[config.mk]
export PLATFORM = sky130hd
export DESIGN_NAME = lcd_mux_segment_dc_monitor
export DESIGN_NICKNAME = d
export VERILOG_FILES = /design/src/lmdc_pkg.sv /design/src/lmdc_front.sv /design/src/lmdc_queue.sv /design/src/lmdc_back.sv /design/src/lcd_mux_segment_dc_monitor.sv
export SDC_FILE = /design/constraint.sdc
export NUM_CORES = 1
export LEC_CHECK = 0
export ABC_AREA = 1
export BUFFER_PORTS_ARGS = -buffer_cell sky130_fd_sc_hd__buf_4
export CAP_MARGIN = 25
export CORE_AREA = 3 3 235 237
export CTS_BUF_LIST = sky130_fd_sc_hd__clkbuf_8
export DETAILED_ROUTE_END_ITERATION = 12
export DIE_AREA = 0 0 238 240
export PLACE_DENSITY_LB_ADDON = 0.3
export SETUP_SLACK_MARGIN = 0.3
export SLEW_MARGIN = 5
export SYNTH_ARGS = -nofsm -noshare
export SYNTH_HDL_FRONTEND = slang
export SYNTH_SLANG_ARGS = --single-unit
[constraint.sdc]
create_clock -name i_clk -period 13.5 [get_ports i_clk]
set_clock_uncertainty 0.15 [all_clocks]
set_input_delay 2.7 -clock i_clk [delete_from_list [all_inputs] [get_ports i_clk]]
set_output_delay 2.7 -clock i_clk [all_outputs]
set_load 0.02 [all_outputs]
[src/lmdc_pkg.sv]
`default_nettype none

package lmdc_pkg;

    localparam int NUM_EL          = 7;
    localparam int NUM_COM         = 4;
    localparam int SAMPLE_BITS_DEF = 10;
    localparam int LEVEL_W         = 10;
    localparam int DC_W            = 11;
    localparam int MUX_W           = 2;
    localparam int PHASE_W         = 3;
    localparam int ADDR_W          = 4;
    localparam int DATA_W          = 32;
    localparam int Q_DEPTH         = 2;
    localparam int SEG_IDX_W       = $clog2(NUM_EL);
    localparam int COM_IDX_W       = $clog2(NUM_COM);

    localparam logic [DC_W-1:0] DC_LIMIT_RESET = 11'd41;

    localparam logic [MUX_W-1:0] CFG_MUX_LEVEL = 2'd0;
    localparam logic [MUX_W-1:0] CFG_TYPE_B    = 2'd1;
    localparam logic [MUX_W-1:0] CFG_DC_LIMIT  = 2'd2;

    // Segment pin and common pin of each element a..g, per multiplex level.
    localparam logic [SEG_IDX_W-1:0] PIN_SEG [NUM_COM][NUM_EL] = '{
        '{3'd0, 3'd1, 3'd2, 3'd3, 3'd4, 3'd5, 3'd6},
        '{3'd0, 3'd0, 3'd1, 3'd2, 3'd2, 3'd3, 3'd1},
        '{3'd1, 3'd0, 3'd0, 3'd1, 3'd2, 3'd2, 3'd1},
        '{3'd1, 3'd0, 3'd0, 3'd0, 3'd1, 3'd1, 3'd0}
    };

    localparam logic [COM_IDX_W-1:0] PIN_COM [NUM_COM][NUM_EL] = '{
        '{2'd0, 2'd0, 2'd0, 2'd0, 2'd0, 2'd0, 2'd0},
        '{2'd1, 2'd0, 2'd0, 2'd0, 2'd1, 2'd1, 2'd1},
        '{2'd2, 2'd1, 2'd0, 2'd0, 2'd1, 2'd2, 2'd1},
        '{2'd3, 2'd3, 2'd1, 2'd0, 2'd1, 2'd2, 2'd2}
    };

    typedef struct packed {
        logic [NUM_EL-1:0] act;
        logic              first;
        logic              last;
    } t_ctl;

endpackage

`default_nettype wire

[src/lmdc_front.sv]
`default_nettype none

module lmdc_front #(
    parameter int SAMPLE_BITS = lmdc_pkg::SAMPLE_BITS_DEF
) (
    input  wire logic                          i_clk,
    input  wire logic                          i_rst_n,
    input  wire logic [lmdc_pkg::MUX_W-1:0]    i_mux_level,
    input  wire logic                          i_type_b,
    input  wire logic                          i_restart,
    input  wire logic                          i_push,
    input  wire logic [SAMPLE_BITS-1:0]        i_seg [lmdc_pkg::NUM_EL],
    input  wire logic [SAMPLE_BITS-1:0]        i_com [lmdc_pkg::NUM_COM],
    output lmdc_pkg::t_ctl                     o_ctl,
    output logic [lmdc_pkg::NUM_EL*(SAMPLE_BITS+1)-1:0] o_diff
);
    import lmdc_pkg::*;

    localparam int DW = SAMPLE_BITS + 1;

    logic [PHASE_W-1:0] r_phase;
    logic [PHASE_W-1:0] commons;
    logic [PHASE_W-1:0] slot;
    logic [PHASE_W-1:0] rem;
    logic               mode_b;
    logic               last;

    always_comb begin
        commons = PHASE_W'(i_mux_level) + PHASE_W'(1);
        mode_b  = i_type_b && (i_mux_level != '0);
        rem     = r_phase;
        for (int k = 0; k < 3; k++) begin
            if (rem >= commons) begin
                rem = rem - commons;
            end
        end
        if (mode_b) begin
            slot        = rem;
            o_ctl.first = r_phase < commons;
        end else begin
            slot        = r_phase >> 1;
            o_ctl.first = !r_phase[0];
        end
        last       = ({1'b0, r_phase} + 4'd1) >= {commons, 1'b0};
        o_ctl.last = last;
        for (int i = 0; i < NUM_EL; i++) begin
            o_ctl.act[i]       = PHASE_W'(PIN_COM[i_mux_level][i]) == slot;
            o_diff[i*DW +: DW] = DW'(i_com[PIN_COM[i_mux_level][i]])
                               - DW'(i_seg[PIN_SEG[i_mux_level][i]]);
        end
    end

    always_ff @(posedge i_clk) begin
        if (!i_rst_n) begin
            r_phase <= '0;
        end else if (i_restart) begin
            r_phase <= '0;
        end else if (i_push) begin
            r_phase <= last ? '0 : r_phase + PHASE_W'(1);
        end
    end

endmodule

`default_nettype wire

[src/lmdc_queue.sv]
`default_nettype none

module lmdc_queue #(
    parameter int WIDTH = 1
) (
    input  wire logic             i_clk,
    input  wire logic             i_rst_n,
    input  wire logic             i_push,
    input  wire logic [WIDTH-1:0] i_data,
    output logic                  o_full,
    input  wire logic             i_pop,
    output logic                  o_valid,
    output logic [WIDTH-1:0]      o_data
);
    import lmdc_pkg::*;

    // Pointers wrap naturally, so the depth is a power of two.
    localparam int PW = $clog2(Q_DEPTH);
    localparam int CW = $clog2(Q_DEPTH + 1);

    logic [WIDTH-1:0] r_mem [Q_DEPTH];
    logic [PW-1:0]    r_wp;
    logic [PW-1:0]    r_rp;
    logic [CW-1:0]    r_cnt;

    assign o_full  = r_cnt == CW'(Q_DEPTH);
    assign o_valid = r_cnt != '0;
    assign o_data  = r_mem[r_rp];

    always_ff @(posedge i_clk) begin
        if (i_push) begin
            r_mem[r_wp] <= i_data;
        end
    end

    always_ff @(posedge i_clk) begin
        if (!i_rst_n) begin
            r_wp  <= '0;
            r_rp  <= '0;
            r_cnt <= '0;
        end else begin
            if (i_push) begin
                r_wp <= r_wp + PW'(1);
            end
            if (i_pop) begin
                r_rp <= r_rp + PW'(1);
            end
            if (i_push && !i_pop) begin
                r_cnt <= r_cnt + CW'(1);
            end else if (!i_push && i_pop) begin
                r_cnt <= r_cnt - CW'(1);
            end
        end
    end

endmodule

`default_nettype wire

[src/lmdc_back.sv]
`default_nettype none

module lmdc_back #(
    parameter int SAMPLE_BITS = lmdc_pkg::SAMPLE_BITS_DEF
) (
    input  wire logic                          i_clk,
    input  wire logic                          i_rst_n,
    input  wire logic [lmdc_pkg::DC_W-1:0]     i_dc_limit,
    input  wire logic                          i_q_valid,
    input  wire lmdc_pkg::t_ctl                i_ctl,
    input  wire logic [lmdc_pkg::NUM_EL*(SAMPLE_BITS+1)-1:0] i_diff,
    output logic                               o_pop,
    output logic                               o_valid,
    input  wire logic                          i_ready,
    output logic [SAMPLE_BITS-1:0]             o_level [lmdc_pkg::NUM_EL],
    output logic [lmdc_pkg::NUM_EL-1:0]        o_fault_mask,
    output logic                               o_frame_end,
    output logic [SAMPLE_BITS-1:0]             o_frame_max
);
    import lmdc_pkg::*;

    localparam int DW = SAMPLE_BITS + 1;
    localparam int CW = SAMPLE_BITS + 4;

    logic signed [DW-1:0]      r_first [NUM_EL];
    logic [SAMPLE_BITS-1:0]    r_level [NUM_EL];
    logic [SAMPLE_BITS-1:0]    r_run;
    logic [SAMPLE_BITS-1:0]    r_done;
    logic                      r_valid;
    logic [NUM_EL-1:0]         r_fault;
    logic                      r_frame_end;

    logic signed [DW-1:0]      diff [NUM_EL];
    logic signed [DW-1:0]      absval [NUM_EL];
    logic signed [CW-1:0]      pair_sum [NUM_EL];
    logic signed [CW-1:0]      limit;
    logic [NUM_EL-1:0]         second;
    logic [NUM_EL-1:0]         n_fault;
    logic [SAMPLE_BITS-1:0]    n_level [NUM_EL];
    logic [SAMPLE_BITS-1:0]    n_max;

    always_comb begin
        o_pop = i_q_valid && (!r_valid || i_ready);
        limit = signed'(CW'(i_dc_limit));
        n_max = r_run;
        for (int i = 0; i < NUM_EL; i++) begin
            diff[i]     = signed'(i_diff[i*DW +: DW]);
            second[i]   = i_ctl.act[i] && !i_ctl.first;
            pair_sum[i] = CW'(r_first[i]) + CW'(diff[i]);
            absval[i]   = r_first[i][DW-1] ? -r_first[i] : r_first[i];
            n_fault[i]  = second[i] && (pair_sum[i] > limit);
            n_level[i]  = second[i] ? absval[i][SAMPLE_BITS-1:0] : r_level[i];
            if (second[i] && (absval[i][SAMPLE_BITS-1:0] > n_max)) begin
                n_max = absval[i][SAMPLE_BITS-1:0];
            end
        end
    end

    always_ff @(posedge i_clk) begin
        if (!i_rst_n) begin
            r_valid     <= 1'b0;
            r_fault     <= '0;
            r_frame_end <= 1'b0;
            r_run       <= '0;
            r_done      <= '0;
            for (int i = 0; i < NUM_EL; i++) begin
                r_first[i] <= '0;
                r_level[i] <= '0;
            end
        end else if (o_pop) begin
            r_valid     <= 1'b1;
            r_fault     <= n_fault;
            r_frame_end <= i_ctl.last;
            if (i_ctl.last) begin
                r_done <= n_max;
                r_run  <= '0;
            end else begin
                r_run <= n_max;
            end
            for (int i = 0; i < NUM_EL; i++) begin
                r_level[i] <= n_level[i];
                if (i_ctl.act[i] && i_ctl.first) begin
                    r_first[i] <= diff[i];
                end
            end
        end else if (i_ready) begin
            r_valid <= 1'b0;
        end
    end

    assign o_valid      = r_valid;
    assign o_level      = r_level;
    assign o_fault_mask = r_fault;
    assign o_frame_end  = r_frame_end;
    assign o_frame_max  = r_done;

endmodule

`default_nettype wire

[src/lcd_mux_segment_dc_monitor.sv]
// DC-balance monitor for a multiplexed seven-segment LCD drive.
// Input channel (i_in_valid / o_in_ready): one item per drive phase, carrying
// the sampled codes of segment pins 0..6 and common pins 0..3.
// Output channel (o_out_valid / i_out_ready): one result per item, in order,
// with the element levels a..g after that phase, the mask of elements that
// failed the DC check, a frame end flag and the maximum of the last frame.
// Configuration goes through the APB-style port: mux level at 0x0, type B
// ordering at 0x4, DC limit at 0x8. A change of mux level restarts the phase.
// A front stage takes an item in the cycle it is offered while the queue has
// room, works out its common slot and phase half, and pushes it into a
// two-entry queue; the back stage pops it when its output is free and registers
// the result. One item per cycle is sustained while the receiver takes results,
// limited only by the single back stage that updates the element state.
// When the receiver stalls, the result holds and the queue fills; the input
// is held off only once both queue entries are taken.
// Synchronous reset clears the phase counter, the stored voltages, levels and
// maxima, and sets the registers to static drive, type A and a limit of 41.
`default_nettype none

module lcd_mux_segment_dc_monitor #(
    parameter int SAMPLE_BITS = lmdc_pkg::SAMPLE_BITS_DEF
) (
    input  wire logic                          i_clk,
    input  wire logic                          i_rst_n,
    input  wire logic                          i_in_valid,
    output logic                               o_in_ready,
    input  wire logic [SAMPLE_BITS-1:0]        i_seg_0,
    input  wire logic [SAMPLE_BITS-1:0]        i_seg_1,
    input  wire logic [SAMPLE_BITS-1:0]        i_seg_2,
    input  wire logic [SAMPLE_BITS-1:0]        i_seg_3,
    input  wire logic [SAMPLE_BITS-1:0]        i_seg_4,
    input  wire logic [SAMPLE_BITS-1:0]        i_seg_5,
    input  wire logic [SAMPLE_BITS-1:0]        i_seg_6,
    input  wire logic [SAMPLE_BITS-1:0]        i_com_0,
    input  wire logic [SAMPLE_BITS-1:0]        i_com_1,
    input  wire logic [SAMPLE_BITS-1:0]        i_com_2,
    input  wire logic [SAMPLE_BITS-1:0]        i_com_3,
    output logic                               o_out_valid,
    input  wire logic                          i_out_ready,
    output logic [lmdc_pkg::LEVEL_W-1:0]       o_level_a,
    output logic [lmdc_pkg::LEVEL_W-1:0]       o_level_b,
    output logic [lmdc_pkg::LEVEL_W-1:0]       o_level_c,
    output logic [lmdc_pkg::LEVEL_W-1:0]       o_level_d,
    output logic [lmdc_pkg::LEVEL_W-1:0]       o_level_e,
    output logic [lmdc_pkg::LEVEL_W-1:0]       o_level_f,
    output logic [lmdc_pkg::LEVEL_W-1:0]       o_level_g,
    output logic [lmdc_pkg::NUM_EL-1:0]        o_fault_mask,
    output logic                               o_frame_end,
    output logic [lmdc_pkg::LEVEL_W-1:0]       o_frame_max,
    input  wire logic                          psel,
    input  wire logic                          penable,
    input  wire logic                          pwrite,
    input  wire logic [lmdc_pkg::ADDR_W-1:0]   paddr,
    input  wire logic [lmdc_pkg::DATA_W-1:0]   pwdata,
    output logic [lmdc_pkg::DATA_W-1:0]        prdata,
    output logic                               pready
);
    import lmdc_pkg::*;

    localparam int DW = SAMPLE_BITS + 1;
    localparam int QW = $bits(t_ctl) + NUM_EL * DW;

    logic [MUX_W-1:0]           r_mux_level;
    logic                       r_type_b;
    logic [DC_W-1:0]            r_dc_limit;

    logic                       cfg_wr;
    logic [MUX_W-1:0]           cfg_idx;
    logic                       restart;
    logic                       push;
    logic                       q_full;
    logic                       q_valid;
    logic                       pop;
    logic [QW-1:0]              q_wdata;
    logic [QW-1:0]              q_rdata;
    t_ctl                       f_ctl;
    t_ctl                       b_ctl;
    logic [NUM_EL*DW-1:0]       f_diff;
    logic [NUM_EL*DW-1:0]       b_diff;
    logic [SAMPLE_BITS-1:0]     seg [NUM_EL];
    logic [SAMPLE_BITS-1:0]     com [NUM_COM];
    logic [SAMPLE_BITS-1:0]     level [NUM_EL];
    logic [SAMPLE_BITS-1:0]     frame_max;

    assign pready  = 1'b1;
    assign cfg_wr  = psel && penable && pwrite;
    assign cfg_idx = paddr[ADDR_W-1:2];
    assign restart = cfg_wr && (cfg_idx == CFG_MUX_LEVEL)
                   && (pwdata[MUX_W-1:0] != r_mux_level);

    always_ff @(posedge i_clk) begin
        if (!i_rst_n) begin
            r_mux_level <= '0;
            r_type_b    <= 1'b0;
            r_dc_limit  <= DC_LIMIT_RESET;
        end else if (cfg_wr) begin
            case (cfg_idx)
                CFG_MUX_LEVEL: r_mux_level <= pwdata[MUX_W-1:0];
                CFG_TYPE_B:    r_type_b    <= pwdata[0];
                CFG_DC_LIMIT:  r_dc_limit  <= pwdata[DC_W-1:0];
                default: ;
            endcase
        end
    end

    always_comb begin
        case (cfg_idx)
            CFG_MUX_LEVEL: prdata = DATA_W'(r_mux_level);
            CFG_TYPE_B:    prdata = DATA_W'(r_type_b);
            CFG_DC_LIMIT:  prdata = DATA_W'(r_dc_limit);
            default:       prdata = '0;
        endcase
    end

    assign seg = '{i_seg_0, i_seg_1, i_seg_2, i_seg_3, i_seg_4, i_seg_5, i_seg_6};
    assign com = '{i_com_0, i_com_1, i_com_2, i_com_3};

    assign o_in_ready = !q_full;
    assign push       = i_in_valid && !q_full;

    lmdc_front #(
        .SAMPLE_BITS(SAMPLE_BITS)
    ) u_front (
        .i_clk       (i_clk),
        .i_rst_n     (i_rst_n),
        .i_mux_level (r_mux_level),
        .i_type_b    (r_type_b),
        .i_restart   (restart),
        .i_push      (push),
        .i_seg       (seg),
        .i_com       (com),
        .o_ctl       (f_ctl),
        .o_diff      (f_diff)
    );

    assign q_wdata         = {f_ctl, f_diff};
    assign {b_ctl, b_diff} = q_rdata;

    lmdc_queue #(
        .WIDTH(QW)
    ) u_queue (
        .i_clk   (i_clk),
        .i_rst_n (i_rst_n),
        .i_push  (push),
        .i_data  (q_wdata),
        .o_full  (q_full),
        .i_pop   (pop),
        .o_valid (q_valid),
        .o_data  (q_rdata)
    );

    lmdc_back #(
        .SAMPLE_BITS(SAMPLE_BITS)
    ) u_back (
        .i_clk        (i_clk),
        .i_rst_n      (i_rst_n),
        .i_dc_limit   (r_dc_limit),
        .i_q_valid    (q_valid),
        .i_ctl        (b_ctl),
        .i_diff       (b_diff),
        .o_pop        (pop),
        .o_valid      (o_out_valid),
        .i_ready      (i_out_ready),
        .o_level      (level),
        .o_fault_mask (o_fault_mask),
        .o_frame_end  (o_frame_end),
        .o_frame_max  (frame_max)
    );

    assign o_level_a   = LEVEL_W'(level[0]);
    assign o_level_b   = LEVEL_W'(level[1]);
    assign o_level_c   = LEVEL_W'(level[2]);
    assign o_level_d   = LEVEL_W'(level[3]);
    assign o_level_e   = LEVEL_W'(level[4]);
    assign o_level_f   = LEVEL_W'(level[5]);
    assign o_level_g   = LEVEL_W'(level[6]);
    assign o_frame_max = LEVEL_W'(frame_max);

endmodule

`default_nettype wire

After elaboration in Yosys (flattened, before gate mapping)
Memories as Yosys holds them, arrays and structs flattened. A register that Yosys moved wholly into a read port is not among the register bits.
Cells that the tools add are included.
{ "totals": {"ff_bits": 120, "mem_bits_rw": 249, "inputBits": 153, "wordCells": 295, "mem_count": 2} }
{ "classes": {"add_sub_neg": 31, "magnitude_cmp": 34, "eq_ne": 11, "muxes": 114, "n_bitwise": 23, "n_reduce_logical": 61} }
{ "mem_list": {"columns": ["memory", "depth", "width", "rd", "rd_clocked_by_memory_dff", "write_ports", "line_no", "source"], "rows": [
  ["u_queue.r_mem", 2, 86, 1, 1, 1, "lmdc_queue.sv:21", "logic [WIDTH-1:0] r_mem [Q_DEPTH];"],
  ["u_back.r_first", 7, 11, 7, 0, 7, "lmdc_back.sv:25", "logic signed [DW-1:0] r_first [NUM_EL];"]
]} }
{ "ops": {"columns": ["cell", "n"], "rows": [
  ["$mux W10", 43],
  ["$bmux W10 S3", 7],
  ["$bmux W10 S2", 7],
  ["$gt A14 B12 Y1", 7],
  ["$add A11 B11 Y12", 7],
  ["$mux W11", 7],
  ["$sub A10 B10 Y11", 7],
  ["$gt A10 B10 Y1", 7],
  ["$neg A10 Y10", 7],
  ["$bmux W21 S2", 1],
  ["$mux W21", 2],
  ["$logic_and A1 B1 Y1", 37],
  ["$mux W1", 36],
  ["$pmux W11 S3", 1],
  ["$bmux W14 S2", 1],
  ["$ge A4 B4 Y1 const B", 7],
  ["$mux W14", 2],
  ["$not A3 Y4", 7],
  ["$ge A3 B3 Y1 const B", 8],
  ["$not A2 Y3", 8],
  ["$reduce_and A2 Y1", 11],
  ["$eq A2 B3 Y1", 7],
  ["$mux W3", 5],
  ["$ge A3 B3 Y1", 3],
  ["20 further kinds", 39]
]} }

Longest topological paths before layout
Gate-level depths: netlist of the first run.
An unclocked memory read counts as a cell.
{ "depth": {"word_depth": 25, "depth_mapped": 108, "depth_no_buf": 99} }

Hierarchy
A second synthesis of the first run with hierarchy kept.
{ "hier_totals": {"hier_cells": 3776, "area_unflattened_um2": 29907.4} }
{ "by_module_without_submodules": {"columns": ["module", "instances", "cells_per_inst", "area_per_inst_um2", "seq_area_each_um2"], "rows": [
  ["lmdc_back", 1, 2138, 15710.1, 4294.1],
  ["lmdc_queue", 1, 303, 6637.6, 5265.0],
  ["lmdc_front", 1, 1188, 6618.8, 60.1],
  ["lcd_mux_segment_dc_monitor", 1, 147, 940.9, 280.3]
]} }

Worst setup path after synthesis of the first run
OpenSTA, ideal clock, no wires.
{ "synth_timing": {"kind": "reg2reg", "start": "memory u_back.r_first[0][1] in the netlist's numbering", "end": "register u_back.r_done[0] (netlist: u_back.o_frame_max[0])", "setup_time_ns": 0.109, "arrival_ns": 10.816, "required_ns": 13.241, "path_slack_ns": 2.425, "path_stages_with_launch": 102, "path_buffers": 11, "period_less_slack_ns": 11.075, "path_cell_list": "edfxtp_1 -> nor3_1 -> inv_1 -> nor2_1 -> nand3_1 -> o31ai_1 -> xnor2_1 -> ha_1 -> nand2_1 -> inv_1 -> a21oi_1 -> nand3_2 -> nand2_2 -> buf_6 -> buf_2 -> o21ai_0 -> ha_1 -> nand2_1 -> [... 66 more ...] -> inv_2 -> nand2_4 -> buf_12 -> nand3_2 -> and2_1 -> ha_1 -> nand2_1 -> nor2_1 -> nand4_1 -> nor2_1 -> a21oi_1 -> nand2_1 -> buf_2 -> nand3_1 -> nand2_1 -> nand2_1 -> nand2_1 -> inv_1"} }
{ "synth_lines": {"columns": ["element", "line_no", "source"], "rows": [
  ["start, declared", "lmdc_back.sv:25", null],
  ["end signal, assigned", "lmdc_back.sv:75", "r_done <= n_max;"],
  ["end, declared", "lmdc_back.sv:28", "logic [SAMPLE_BITS-1:0] r_done;"]
]} }

==> flow_metrics.tcl, run 1 <==
set metrics [dict create \
    status "complete, no violations" \
    r2r_setup_slack_ns 1.66 \
    syn_area_per_cell_sq_um 7.72 \
    area_growth_pct 12.4 \
    die_w_microns 238 \
    die_area_sq_mm 0.0571 \
    root_buffer "clkbuf_8" \
    synth-async-reset-ratio 0 \
    rsz0062_at_grt "no" \
    route.detailed.wl_per_inst_microns 17.4 \
    synth_compound_area_frac 0.179 \
    cp_num_cells 88 \
    seq_area_frac_synth 0.339 \
    finalSetupTns_ns 0 \
    htree_levels 2 \
    synth_top_family_by_area "compound AO/OA/AOI/OAI gates" \
    grt_use_total 0.280 \
    cpLargestDelayFamily "simple AND/OR/NAND/NOR gates" \
    finalWirelength_microns 82200 \
    maxSlewHeadroom 0.358 \
    dp_hpwl_microns 64600 \
    cp_slowest_cell "edfxtp_1" \
    yosys-top-cells-area "edfxtp_1, ha_1, dfxtp_1, nand2_1, inv_1" \
    final_antenna_net_count 0 \
    finalCritPeriodShare 0.877 \
    clk-insertion-delay-late_ns 0.65 \
    r2r_start "u_back.r_first[0][1]" \
    cp.required_ns 13.91 \
    vias 25760 \
    syn_inst 3780 \
    synthXorXnorAreaFrac 0.0525 \
    rr_worst_depth 88 \
    final_util 0.613 \
    cts_tree "built" \
    critPathCapture "u_back.o_frame_max[8]" \
    grt_pass1_vias 23388 \
    arrival_ns 12.25 \
    ioPinCount 276 \
    maxSlewViolCount 0 \
    final_hold_viol_count 0 \
    startpoint "u_back.r_first[0][1]" \
    path_common_cell "nand2_1" \
    layout-drive-gt1-share 0.133 \
    synth_mux_area_frac 0.00343 \
    portBuffers 230 \
    path_clk_slew_ns 0.06 \
    yosysTopAreaCell "edfxtp_1" \
    synth-seq-cells 370 \
    fp-row-count 85 \
    synth-simple-area-share 0.178 \
    p_per_area_mw_per_mm2 287 \
    start_kind "register" \
    cp.buffers_inverters 15 \
    fill_cells 4698 \
    hp-class "reg -> reg" \
    gp_congestion 0.990 \
    finalCriticalPeriod_ns 11.84 \
    overflow 0 \
    synthAdderAreaFrac 0.145 \
    vdd_drop_max_mv 0.219 \
    grt_pass1_wl_microns 126000 \
    antenna_found_initial 1 \
    nets 4460 \
    start_util 0.545 \
    viasPerCell 5.45 \
    r2r_end "u_back.o_frame_max[8]" \
    grt_max_degree 84 \
    max_slew.worst_pin.slew_ns 0.960 \
    cts.sinks 370 \
    cpPeakStageDelay_ns 0.44 \
    first_pass_iters 8 \
    max_freq_ghz 0.0845 \
    setup_viol 0 \
    syn-cell-area_sq_mm 0.0292 \
    drtIter0Drc 2183 \
    drc 0 \
    netlist.area_leader.share 0.256 \
    dieHeight_microns 240 \
    endpoint_kind "register" \
    numCtsBuffers 59 \
    synth-edff-count 249 \
    core_area_sq_mm 0.0535 \
    crit_type "reg -> reg" \
    synth_ff_type "edfxtp_1" \
    synth_warnings 0 \
    maxCapViolations 0 \
    crit_fanout 20 \
    synthDistinctLibCells 55 \
    p_leak_nw 15.9 \
    cts_buffer_depth 3 \
]
[metal layers]
layer | vias up | share of wire | GRT usage
met3 | 173 | 0.075 | 0.0346
li1 | 12915 | - | -
met5 | - | 0 | 0
met2 | 1026 | 0.44 | 0.446
met1 | 11646 | 0.43 | 0.382
met4 | 0 | 0.049 | 0.131
[Yosys cell counts (all sizes together), types with 3 or more instances]
cell type / count
o211ai: 41
a211oi: 15
o211a: 3
nor3: 20
o221ai: 5
buf: 45
dfxtp: 121
o21a: 3
and2: 10
mux2i: 10
o31ai: 14
inv: 591
a21o: 8
fa: 17
ha: 311
a22oi: 9
nor2: 325
o22ai: 15
xnor2: 31
clkbuf: 115
or2: 78
a31oi: 12
nand3: 114
edfxtp: 249
xor2: 144
o21bai: 46
o21ai: 427
a21oi: 346
nand2: 626
nand4: 14
[sequential cells by signal (all words and copies together) (netlist names), named ones only]
register,count
u_back.o_frame_end,1
r_type_b,1
u_back.o_valid,1
r_dc_limit,11
r_mux_level,2
u_queue.r_mem,172
u_back.o_frame_max,10
u_back.r_run,10
u_front.r_phase,3
u_back.o_level,70
u_back.o_fault_mask,7
u_queue.r_wp,1
u_queue.r_rp,1
u_queue.r_cnt,2
u_back.r_first,77
[stage by stage]
| step | cells | setup slack [ns] | hold WS [ns] | cell area, sq um | total power [mW] |
|---|---|---|---|---|---|
| detailed placement | 4602 | 0.966 | 0.286 | 31400 | 8.22 |
| floorplan | 3800 | 2.43 | 0.276 | 29200 | 6.57 |
| finish | 4725 | 1.66 | 0.299 | 32800 | 9.42 |
| global route | 4725 | 0.293 | 0.338 | 32800 | 10.4 |
| CTS | 4712 | 0.928 | 0.296 | 32600 | 9.24 |
| global placement | 4601 | 1.03 | 0.282 | 31400 | 8.05 |
[where the power goes]
part           switching, mW  internal, mW  total, mW
Combinational           4.24          2.43       6.67
Clock                  0.456         0.525      0.981
Sequential             0.188          1.58       1.77
[worst min path at each step]
stage / start / end / depth (start not counted)
2_1_floorplan: u_queue.r_rp / register / 1
5_1_grt: u_back.o_level[31] / u_back.o_level[31] / 2
3_3_place_gp: u_queue.r_rp / register / 1
4_1_cts: u_queue.r_rp / register / 1
3_5_place_dp: u_queue.r_rp / register / 1
6_report: u_queue.r_rp / register / 1
[worst register-to-register path, delay by kind of cell, from the launching register on]
kind	cells	cell delay (ns)
compound gates	12	2.12
xor+xnor	1	0.14
fa+ha+maj	7	2.23
buf+inv	15	1.16
flops	1	0.44
simple gates	53	5.48
[cells in the final DEF (no fill, tap or decap), types with 5 or more instances in the layout]
cell,count
clkinv_1,12
nand2_1,602
o22ai_1,15
o21ai_2,6
nor2_4,6
inv_2,13
mux2i_1,10
o31ai_1,13
ha_1,310
a21oi_1,346
a22oi_1,9
buf_4,274
nand2_2,12
fa_1,17
clkbuf_8,62
dfxtp_1,119
nand3_1,86
a31oi_1,12
bufinv_16,5
o21ai_0,414
conb_1,22
o21ai_1,7
o211ai_1,41
o21bai_1,46
edfxtp_1,249
and2_1,10
or2_2,78
clkinv_2,11
a211oi_1,15
nor2_2,10
nand4_1,13
o221ai_1,5
a21o_1,8
nor2_1,309
xnor2_1,30
nor3_1,20
nand3_2,27
nand2_4,9
xor2_1,144
inv_1,593
[area by class of cell]
class / instances / area [sq um] / area share
sequential: 370 / 9900 / 0.302
multi-input combinational: 2678 / 16500 / 0.502
clock inverter: 48 / 352 / 0.0107
timing repair inverter: 1 / 7.51 / 0.000229
inverter: 593 / 2230 / 0.0681
clock buffer: 62 / 853 / 0.0260
timing repair buffer: 276 / 2100 / 0.0639
antenna: 1 / 2.50 / 0.0000763
tap: 696 / 871 / 0.0266
[cells by family after synthesis]
kind of cell	after synthesis
other cells	2
fa+ha+maj	328
mux	10
flops	370
xor+xnor	175
compound gates	952
buf+inv	753
simple gates	1190
[what timing repair did]
item,in CTS,in global routing
resized for setup,0,30
hold buffers,0,0
endpoints found under the setup margin,0,20
buffers inserted,0,8
(Power assumes the default switching activity.)
==> run 2, diff against run 1 <==
--- a/config.mk
+++ b/config.mk
@@ -8,10 +8,10 @@
 export ABC_AREA = 1
 export BUFFER_PORTS_ARGS = -buffer_cell sky130_fd_sc_hd__buf_4
 export CAP_MARGIN = 25
-export CORE_AREA = 3 3 235 237
+export CORE_AREA = 3 3 293 295
 export CTS_BUF_LIST = sky130_fd_sc_hd__clkbuf_8
 export DETAILED_ROUTE_END_ITERATION = 12
-export DIE_AREA = 0 0 238 240
+export DIE_AREA = 0 0 296 298
 export PLACE_DENSITY_LB_ADDON = 0.3
 export SETUP_SLACK_MARGIN = 0.3
 export SLEW_MARGIN = 5
==> flow_metrics.tcl, run 2 (synthesis results as in run 1) <==
set metrics [dict create \
    root_buffer "clkbuf_8" \
    p_per_area_mw_per_mm2 286 \
    seq_power_share 0.187 \
    clk-insertion-delay-late_ns 0.63 \
    finalWirelength_microns 89700 \
    finalSetupTns_ns 0 \
    fin_ws_ns 1.58 \
    nets 4462 \
    route.met3.wl_microns 5340 \
    rsz0062_at_grt "no" \
    clkPwrFrac 0.114 \
    cts_buffer_depth 3 \
    cts_tree "built" \
    overflow 0 \
    final_cells 5111 \
    drc 0 \
    met1Wirelength_microns 42100 \
    r2r_end "u_back.r_run[9]" \
    path_common_cell "nand2_1" \
    dp_hpwl_microns 70800 \
    pwr-share-comb 0.699 \
    dieHeight_microns 298 \
    finalCritPeriodShare 0.883 \
    cp.required_ns 13.92 \
    htree_levels 3 \
    core_area_sq_mm 0.0834 \
    r2r_setup_slack_ns 1.58 \
    status "complete, no violations" \
    cts.sinks 370 \
    placed_area_sq_mm 0.0319 \
    netSwitchingPower_mw 4.92 \
    r2r_start "u_back.r_first[0][1]" \
    maxSlewViolCount 0 \
    portBuffers 230 \
    drtIter0Drc 1786 \
    finalInstanceArea_sq_mm 0.0333 \
    final_cell_mix "nand2_1, inv_1, o21ai_0, a21oi_1" \
    vias 25344 \
    viasPerCell 4.96 \
    startpoint "u_back.r_first[0][1]" \
    grt_pass1_wl_microns 136000 \
    crit_type "reg -> reg" \
    gp_congestion 0.958 \
    max_freq_ghz 0.0839 \
    area_growth_pct 14.3 \
    endpoint_kind "register" \
    final_hold_viol_count 0 \
    finalCriticalPeriod_ns 11.92 \
    route.detailed.wl_per_inst_microns 17.5 \
    grt_pass1_vias 23461 \
    cpPeakStageDelay_ns 0.47 \
    rr_worst_depth 95 \
    max_slew.worst_pin.slew_ns 1.00 \
    hold_start "u_queue.r_rp" \
    vdd_drop_max_mv 0.214 \
    layout-drive-gt1-share 0.134 \
    ioPinCount 276 \
    cts_hold_buf 0 \
    numCtsBuffers 66 \
    p_leak_nw 15.9 \
    wl_met2_microns 39900 \
    cp.buffers_inverters 16 \
    cp_num_cells 95 \
    critPathCapture "u_back.r_run[9]" \
    top_register "u_queue.r_mem" \
    maxSlewHeadroom 0.328 \
    grt_max_degree 80 \
    dp.cells 4989 \
    place_ws_ns 0.784 \
    path_clk_slew_ns 0.06 \
    topRoutingLayerUsed "met4" \
    arrival_ns 12.33 \
    start_kind "register" \
    cp_slowest_cell "edfxtp_1" \
    p_int_mw 4.61 \
    antenna_found_initial 1 \
    die_area_sq_mm 0.0882 \
    start_util 0.350 \
    largest_register_ffs 172 \
    final_antenna_net_count 0 \
    fp-row-count 106 \
    hp-class "reg -> reg" \
    cpLargestDelayFamily "simple AND/OR/NAND/NOR gates" \
    layout_commonest_cell "nand2_1" \
    crit_fanout 20 \
    die_w_microns 296 \
    setup_viol 0 \
    first_pass_iters 5 \
    maxCapViolations 0 \
    swShare 0.517 \
    p_total_mw 9.53 \
    grt_use_total 0.200 \
]
## run 2: layout make-up
cell class	count	area, sq um
Timing Repair Buffer	273	2060
Inverter	593	2230
Multi-Input combinational cell	2677	16400
Clock inverter	43	330
Fill cell	8513	50100
Antenna cell	1	2.50
Clock buffer	74	1020
Tap cell	1080	1350
Sequential cell	370	9900
## run 2: what timing repair did
action	4_1_cts	5_1_grt
resized for setup	0	20
setup endpoints to repair	0	20
setup buffers	0	3
## run 2: power by group through the flow
| stage | logic [mW] | registers, mW | clock network [mW] |
|---|---|---|---|
| floorplan | 4.73 | 1.84 | 0 |
| global placement | 6.43 | 1.80 | 0 |
| detailed placement | 6.53 | 1.81 | 0 |
| CTS | 6.57 | 1.78 | 1.12 |
| global route | 7.59 | 1.82 | 1.17 |
| finish | 6.66 | 1.78 | 1.09 |
## run 2: how the worst min path moves through the flow
stage                               to  slack [ns]  depth (start not counted)
detailed placement            register        0.29                          1
global placement              register        0.28                          1
global route        u_back.o_level[22]        0.33                          2
floorplan                     register        0.28                          1
CTS                           register        0.30                          1
finish                        register        0.30                          1
## run 2: per-stage QoR
stage,hold slack [ns],utilization
floorplan,0.276,-
global placement,0.278,0.382
detailed placement,0.290,0.382
CTS,0.298,0.398
global route,0.334,0.400
finish,0.303,0.400
## run 2: metal layers
layer	global-route usage	up-vias
met5	0	-
met4	0.0614	0
met3	0.0256	118
met2	0.319	748
met1	0.282	11577
li1	-	12901
